### config.mk
export PLATFORM = sky130hd
export DESIGN_NAME = knn_top3
export DESIGN_NICKNAME = d
export VERILOG_FILES = /design/src/sv/knn_pkg.sv /design/src/sv/knn_top3.sv
export SDC_FILE = /design/constraint.sdc
export NUM_CORES = 1
export LEC_CHECK = 0
export ABC_AREA = 1
export BUFFER_PORTS_ARGS = -buffer_cell sky130_fd_sc_hd__buf_2
export CAP_MARGIN = 20
export CORE_MARGIN = 2
export CORE_UTILIZATION = 50
export DETAILED_ROUTE_END_ITERATION = 10
export PLACE_DENSITY = 0.68
export SYNTH_ARGS = -nofsm -noshare
export SYNTH_HDL_FRONTEND = slang
export SYNTH_SLANG_ARGS = --single-unit
### constraint.sdc
create_clock -name clk -period 6.4 [get_ports clk]
set_input_delay 1.28 -clock clk [delete_from_list [all_inputs] [get_ports clk]]
set_output_delay 1.28 -clock clk [all_outputs]
set_load 0.02 [all_outputs]
### src/sv/knn_pkg.sv
// shared constants, codes and types of the three-nearest-neighbor voter
`timescale 1ns / 1ps
package knn_pkg;

  localparam int DIM          = 488;
  localparam int SLOTS        = 10;
  localparam int FEATURE_BITS = 16;

  localparam int ADDR_W = (DIM > 1) ? $clog2(DIM) : 1;
  localparam int POS_W  = $clog2(DIM + 1);
  localparam int CNT_W  = $clog2(SLOTS + 1);
  localparam int MAG_W  = FEATURE_BITS + 1;
  localparam int SQ_W   = 2 * FEATURE_BITS + 2;
  localparam int DIST_W = 48;
  localparam int LAB_W  = 8;
  localparam int VLAB_W = 9;

  localparam logic [DIST_W-1:0] DIST_MAX    = {DIST_W{1'b1}};
  localparam logic [VLAB_W-1:0] EMPTY_LABEL = 9'h100;

  typedef enum logic [1:0] {
    OP_LEARN = 2'd0,
    OP_QUERY = 2'd1,
    OP_CLEAR = 2'd2,
    OP_RSVD  = 2'd3
  } op_t;

  typedef enum logic [1:0] {
    ST_PRED    = 2'd0,
    ST_STORED  = 2'd1,
    ST_FULL    = 2'd2,
    ST_CLEARED = 2'd3
  } status_t;

  typedef struct packed {
    logic sq_en;
    logic acc_en;
    logic acc_clr;
    logic acc_add;
    logic load;
    logic shift;
  } cell_ctl_t;

endpackage

### src/sv/knn_top3.sv
// running three-nearest insertion and binary majority vote
`timescale 1ns / 1ps
module knn_top3 (
  input  logic                        clk,
  input  logic                        init,
  input  logic                        en,
  input  logic [knn_pkg::DIST_W-1:0]  cand_dist,
  input  logic [knn_pkg::LAB_W-1:0]   lab,
  output logic                        pred
);

  logic [knn_pkg::DIST_W-1:0] d_r [3];
  logic [knn_pkg::VLAB_W-1:0] l_r [3];
  logic [knn_pkg::VLAB_W-1:0] lab_ext;
  logic [1:0]                 yes;
  logic [1:0]                 no;

  assign lab_ext = knn_pkg::VLAB_W'(lab);

  always_ff @(posedge clk) begin
    if (init) begin
      for (int j = 0; j < 3; j++) begin
        d_r[j] <= knn_pkg::DIST_MAX;
        l_r[j] <= knn_pkg::EMPTY_LABEL;
      end
    end else if (en) begin
      if (cand_dist < d_r[0]) begin
        d_r[2] <= d_r[1];
        l_r[2] <= l_r[1];
        d_r[1] <= d_r[0];
        l_r[1] <= l_r[0];
        d_r[0] <= cand_dist;
        l_r[0] <= lab_ext;
      end else if (cand_dist < d_r[1]) begin
        d_r[2] <= d_r[1];
        l_r[2] <= l_r[1];
        d_r[1] <= cand_dist;
        l_r[1] <= lab_ext;
      end else if (cand_dist < d_r[2]) begin
        d_r[2] <= cand_dist;
        l_r[2] <= lab_ext;
      end
    end
  end

  always_comb begin
    yes = '0;
    no  = '0;
    for (int j = 0; j < 3; j++) begin
      if (l_r[j] == knn_pkg::VLAB_W'(1)) yes = yes + 2'd1;
      if (l_r[j] == '0) no = no + 2'd1;
    end
    pred = (yes > no);
  end

endmodule

---- After elaboration in Yosys (flattened, before gate mapping) ----
Memory sizes are Yosys's and may differ from the RTL's.
Cells that the tools add are included.
word-level totals
  register bits after elaboration ......... 0
  RAM bits ................................ 171
  output and inout port bits .............. 1
  memories ................................ 2
memories
  name  words  width  read ports  clocked after memory_dff  wr ports  line            source
  d_r   3      48     3           0                         3         knn_top3.sv:12  logic [knn_pkg::DIST_W-1:0] d_r [3];
  l_r   3      9      3           0                         3         knn_top3.sv:13  logic [knn_pkg::VLAB_W-1:0] l_r [3];
cells by class
  $add $sub $neg .......................... 4
  $lt $le $gt $ge ......................... 4
  equality and inequality tests ........... 3
  muxes and demuxes ....................... 35
  bitwise gates (word level) .............. 12
  reductions and logical operators ........ 3
operator list
  cell                                                             number
  48-bit 2-to-1 mux                                                6
  48-bit less-than comparator                                      3
  9-bit 2-to-1 mux                                                 6
  9-bit by 1-bit == test with 1-bit output, second input constant  3
  9-bit zero test                                                  3
  1-bit 2-to-1 mux                                                 19
  1-bit OR                                                         12
  2-bit by 1-bit adder with 2-bit output, second input constant    4
  2-bit 2-to-1 mux                                                 4
  2-bit > comparator                                               1

---- Longest topological paths before layout ----
Gate-level depths: netlist of the first run.
An unclocked memory read counts as a cell.
  depth after elaboration ................. 9
  depth in mapped cells ................... 19
  mapped depth without buffers ............ 18

---- Worst setup path before layout of the first run ----
Ideal clock, no wire load.
  path kind ............................... input port to flip-flop
  start point ............................. input port cand_dist[43] (netlist bit)
  end point ............................... memory d_r[0][0] (netlist bit) (enable)
  data arrival time ....................... 6319 ps
  setup slack ............................. -469 ps
  stages .................................. 11
  path buffers ............................ 0
  path through ............................ ha_1 -> nand2_1 -> nor2_1 -> and2_1 -> nand2_1 -> inv_1 -> nand2_1 -> nand2_1 -> nor2_1 -> nand2_2 -> o21ai_0
RTL lines
  item             line            source
  start, declared  knn_top3.sv:7   input logic [knn_pkg::DIST_W-1:0] cand_dist,
  end, declared    knn_top3.sv:12

==> results of run 1 <==
-- final cells by class --
cell class                 instances  area, um2  area share, %
timing repair buffer              71        410           3.22
clock buffer                      17        425           3.34
clock inverter                    15        163           1.28
inverter                         258        968           7.59
tap                              313        392           3.07
sequential                       171       5130           40.3
multi-input combinational        878       5260           41.2
-- where the power goes --
part / internal [mW] / leakage, nW / total [mW] / switching (mW)
registers: 1.28 / 1.39 / 1.29 / 0.0166
logic: 0.0927 / 5.24 / 0.296 / 0.203
clock network: 0.583 / 0.287 / 1.06 / 0.481
total: 1.95 / 6.92 / 2.65 / 0.701
-- flip-flops by register name, summed over array words and instances, names as in the netlist --
name  cells
l_r      27
d_r     144
-- worst register-to-register path, cell delays in order, from the launching register on --
cell and delay, ps:
edfxtp_1 380, inv_1 70, ha_1 230, nand2_1 100, inv_2 40, nand3_1 90, nor2_1 80, nand2_1 130
inv_1 50, nand2_1 60, nand2_1 60, nor2_2 140, nand2_2 440, buf_4 440, nor2_4 750, buf_4 370
nand2_1 80, nand2_1 70, nand2_1 50, inv_1 80
-- metal layers --
metal,vias up,wire [um]
met5,-,0
met4,0,475
met3,35,1230
met2,232,12400
met1,4244,12400
li1,4550,-
-- how the worst max path moves through the flow --
stage	startpoint	depth (start not counted)	endpoint	slack, ps
global route	cand_dist[47]	14	d_r[0][132]	1700
global placement	cand_dist[47]	14	l_r[0][18]	1590
floorplan	cand_dist[43]	11	d_r[0][0]	1070
detailed placement	cand_dist[47]	14	d_r[0][121]	1520
finish	cand_dist[47]	14	l_r[0][25]	1940
CTS	cand_dist[47]	14	d_r[0][121]	1970
-- cell usage in the layout, fill, tap and decap left out, types with 16 or more instances in the layout --
cell,Yosys,layout
buf_2,25,59
nand3_2,20,20
clkbuf_16,0,17
edfxtp_1,171,171
nand4_1,59,59
a21oi_1,66,66
nand3_1,88,88
ha_1,147,147
inv_1,255,255
nor2_1,57,56
nand2_1,378,375
o21ai_0,17,16
-- cells by family (layout without fill, tap and decap cells) --
group / Yosys count / after routing / share of synthesized area, %
flops: 171 / 171 / 44.1
xor+xnor: 2 / 2 / 0.150
buf+inv: 309 / 361 / 11.2
simple gates: 628 / 628 / 24.1
fa+ha+maj: 147 / 147 / 15.8
compound gates: 101 / 101 / 4.72
-- stage by stage --
step	std cells	utilization, %	setup WS [ps]
final	1723	56.0	1940
after global routing	1723	56.0	1700
after CTS	1723	56.0	1970
after detailed placement	1691	53.4	1520
after global placement	1691	53.4	1590
after floorplan	1358	-	1070
==> reports/results.txt, run 1 <==
status: complete, no violations
Initial DRC Count: 691
Seq/Total Area, Yosys: 44.1%
final setup fails: 0
Post-synth EDFFs: 171
CTS Buf Count: 17
Worst Path Required: 6580 ps
num rows: 55
CP endpoint kind: register
design area: 12800 um2
Die Y: 157 um
Post-Syn Instances: 1358
reg2reg start: d_r[0][95]
GR Util met3: 3.60%
I/O Buffers: 59
type of origin of the critical path: primary input
top post-synthesis cells by area: edfxtp_1 44%, ha_1 16%, nand2_1 12%
Power Dens Cells: 208 nW/um2
Reg2Reg Depth: 19
Yosys top cell by area: edfxtp_1
GRT overflow: 0
final setup TNS: 0 ps
TritonCTS clock tree: done
met2 Use GR: 37.8%
top cells by count, synth: 378 x nand2_1, 255 x inv_1, 171 x edfxtp_1
Synth Area per Inst: 8.58 um2
Fin Hold WS: 568 ps
Final Max Tran Viols: 0
Final Skew: 8.24 ps
DP Area: 12200 um2
cell mode on critical path: nor2_1
routed length per instance: 15.4 um
Yosys top cell area share: 44.1%
crit-path max cell delay: 630 ps
via count of the first global-routing pass: 8827
layout cells sized above 1: 9.86%
VDD IR max: 167 uV
starting density of the core: 51.2%
Netlist cell types: 32
HP Start: d_r[0][7]
DP HPWL: 17900 um
leakage: 6.92 nW
detailed-route DRC error count: 0
largest net degree at the start of global routing: 163
core box area: 22800 um2
Final min period: 4460 ps
crit share post-route: 69.7%
Main synth FF type: edfxtp_1
fin nets: 1603
Via density: 5.26
critical-path maximum fanout: 49
hold crit path type: reg2reg
cells along the critical path: buf_2 -> ha_1 -> nand2_1 -> nor2_1 -> nand4_1 -> nor2_1 -> nand3_1 -> nor2_1 -> nand2_2 -> nand4_4 -> nand2_8 -> inv_2 -> nand2_2 -> buf_12
fill count: 2058
Post-CTS Hold Fix Bufs: 0
clock root cell: clkbuf_16
Clock Path Buffers: 2
async set-reset flop share out of synthesis: 0%
Setup CP Type: in2reg
count leader, synth: nand2_1
Top Ports: 60
Mapped Area: 11700 um2
Max Clk Rate: 224 MHz
Max-cap violations: 0
total clock sinks: 171
Routed Antenna Nets: 0
WP buf/inv: 3
Die Span X: 157 um
grt peak-use layer: met2
routed wire length: 26500 um
GR Util met1: 30.8%
RSZ-0062 raised after global routing: no
RR Endpoint: l_r[0][16]
Worst-Skew Late Latency: 440 ps
Crit path max-delay family: simple AND/OR/NAND/NOR gates
Arr. time, crit path: 4640 ps
Slew @ Worst Pin: 1100 ps
Tot Pwr: 2.65 mW
Slew HR: 26.4%
Critical-path top delay cell: nand2_2
DRT Pass-1 Iters: 5
initial antenna violation count: 0
Total Routing Usage GR: 23.0%
CTS resizes: 0
H-tree Lvls: 4
first-pass GRT wire length: 44100 um
Hold Crit Depth: 2
WHS Endpoint: d_r[0][55]
synth warn: 0
Layout area overhead: 9.39%
routability cong.: 0.811
clock slew at reported path FFs: 70 ps
register bit total from synthesis: 171
Hold Violations, Final: 0
vias: 9061
reg2reg setup slack: 2570 ps
number of diodes: 0
post-CTS setup buffer count: 0
Die Area: 24600 um2
synthesized net count: 1564
Note: power is estimated with default switching activity, not from simulation.
==> run 2, diff against run 1 <==
--- a/config.mk
+++ b/config.mk
@@ -11,7 +11,7 @@
 export CORE_MARGIN = 2
 export CORE_UTILIZATION = 50
 export DETAILED_ROUTE_END_ITERATION = 10
-export PLACE_DENSITY = 0.68
+export PLACE_DENSITY = 0.65
 export SYNTH_ARGS = -nofsm -noshare
 export SYNTH_HDL_FRONTEND = slang
 export SYNTH_SLANG_ARGS = --single-unit
==> constraint.sdc (replaced) <==
create_clock -name clk -period 4.35 [get_ports clk]
set_input_delay 0.87 -clock clk [delete_from_list [all_inputs] [get_ports clk]]
set_output_delay 0.87 -clock clk [all_outputs]
set_load 0.02 [all_outputs]
==> run 2 against run 1 <==
Compared with the run above: via count is 2.4% lower; sequential cell count stayed put; largest power group unchanged; die area stayed put; combinational power is 46% higher; non-clock buffer count is 2 higher; worst hold slack worse by 7.3 ps; critical path type is now reg2out; cell area is 0.42% higher; total power is 47% higher; sequential share of layout area is 0.17 points lower; clock skew is 10 ps higher; worst setup slack worse by 1300 ps; first-iteration DRC count is 17% lower; largest cell class unchanged.
==> reports/results.txt, run 2 (same netlist as run 1, synthesis figures left out) <==
status: complete, no violations
routed length per instance: 14.7 um
core box area: 22800 um2
CTS resizes: 0
post-CTS setup buffer count: 0
layout cells sized above 1: 9.99%
Die Span X: 157 um
Setup crit start: l_r[0][14]
Reg2Reg Depth: 12
Routed Antenna Nets: 0
reg2reg setup slack: 1040 ps
GR Util met3: 3.35%
cells along the critical path: nor4_1 -> nand3_1 -> nor4_1 -> inv_1 -> ha_1 -> xor2_1 -> ha_1 -> a21oi_1 -> buf_2
final setup fails: 0
crit share post-route: 85.5%
RR Endpoint: d_r[0][137]
routability cong.: 0.810
clock root cell: clkbuf_16
Worst Path Required: 3480 ps
fill count: 2084
leakage: 6.94 nW
Top Ports: 60
number of diodes: 0
met2 Use GR: 36.5%
Final Max Tran Viols: 0
Post-CTS Hold Fix Bufs: 0
Inst Count DP: 1693
hold crit path type: reg2reg
final setup TNS: 0 ps
CP endpoint kind: primary output
largest net degree at the start of global routing: 163
Worst-Skew Late Latency: 440 ps
Largest register FFs: 144
Max Clk Rate: 269 MHz
Max-cap violations: 0
detailed-route DRC error count: 0
Die Area: 24600 um2
num rows: 55
Layout area overhead: 9.85%
via count of the first global-routing pass: 8536
starting density of the core: 51.2%
Die Y: 157 um
RSZ-0062 raised after global routing: no
type of origin of the critical path: register
Final min period: 3720 ps
Hold Violations, Final: 0
Slew HR: 48.3%
DP HPWL: 17000 um
fin nets: 1605
Total Routing Usage GR: 21.8%
crit-path max cell delay: 390 ps
clock slew at reported path FFs: 80 ps
critical-path maximum fanout: 2
GR Util met1: 29.9%
I/O Buffers: 59
CTS Buf Count: 17
first-pass GRT wire length: 42000 um
DRT Pass-1 Iters: 5
critical path endpoint: pred
most frequent cells in the layout: 375 x nand2_1, 255 x inv_1, 171 x edfxtp_1
Arr. time, crit path: 2850 ps
reg2reg start: d_r[0][95]
Via density: 5.13
Clock Path Buffers: 2
Setup CP Type: reg2out
most flop-heavy register: d_r
GRT overflow: 0
H-tree Lvls: 4
Slew @ Worst Pin: 775 ps
Final Skew: 18.4 ps
Power Dens Cells: 305 nW/um2
initial antenna violation count: 0
total clock sinks: 171
biggest regs: d_r x144, l_r x27
TritonCTS clock tree: done
vias: 8844
fin cells: 1725
most common cell after layout, fill and taps aside: nand2_1
Initial DRC Count: 574
VDD IR max: 221 uV
Critical-path top delay cell: edfxtp_1
routed wire length: 25400 um
grt peak-use layer: met2
[run 2: changes by cell type in the layout (fill, tap and decap cells not counted)]
cell	previous run	this run
clkinv_4	2	3
clkinvlp_4	2	1
inv_6	5	4
clkinv_2	3	0
bufinv_16	2	1
clkinv_8	0	2
inv_8	1	4
buf_12	2	4
[run 2: worst min path at each step]
stage	cells after the start	from	slack, ps	end
after floorplan	2	l_r[0][8]	520	l_r[0][17]
after global placement	2	l_r[0][8]	540	l_r[0][17]
after detailed placement	2	l_r[0][8]	540	l_r[0][17]
after CTS	2	l_r[0][8]	560	l_r[0][17]
after global routing	2	l_r[0][8]	600	l_r[0][17]
final	2	l_r[0][8]	560	l_r[0][17]
[run 2: final cells by class]
type / instances / area, um2 / area share, %
clock buffer: 17 / 425 / 3.32
clock inverter: 15 / 176 / 1.38
inverter: 258 / 968 / 7.56
tap: 313 / 392 / 3.06
multi-input combinational: 878 / 5260 / 41.1
sequential: 171 / 5130 / 40.1
timing repair buffer: 73 / 450 / 3.52
[run 2: stage by stage]
step                      cell area (um2)  hold WS (ps)  setup WS [ps]  util (%)  total power, mW
after CTS                           12800           564            640      56.2             3.93
final                               12800           561            632      56.2             3.90
after detailed placement            12200           544            445      53.6             2.37
after global placement              12200           543            540      53.6             2.36
after floorplan                     11700           521            304         -             2.21
after global routing                12800           597            384      56.2             4.05
[run 2: per-layer routing]
| layer | share of wire [%] | vias up |
|---|---|---|
| met4 | 1.0 | 0 |
| met5 | 0 | - |
| met2 | 47 | 154 |
| li1 | - | 4554 |
| met3 | 3.7 | 19 |
| met1 | 48 | 4117 |
[run 2: critical path: cells and delay by family, from the launching register on]
kind            cells  cell delay [ps]
flops               1              390
fa+ha+maj           2              600
buf+inv             2              260
xor+xnor            1              170
simple gates        3              890
compound gates      1              120
[run 2: where the power goes]
group,switching [mW],internal (mW)
clock network,0.743,0.824
logic,0.295,0.138
registers,0.0232,1.88
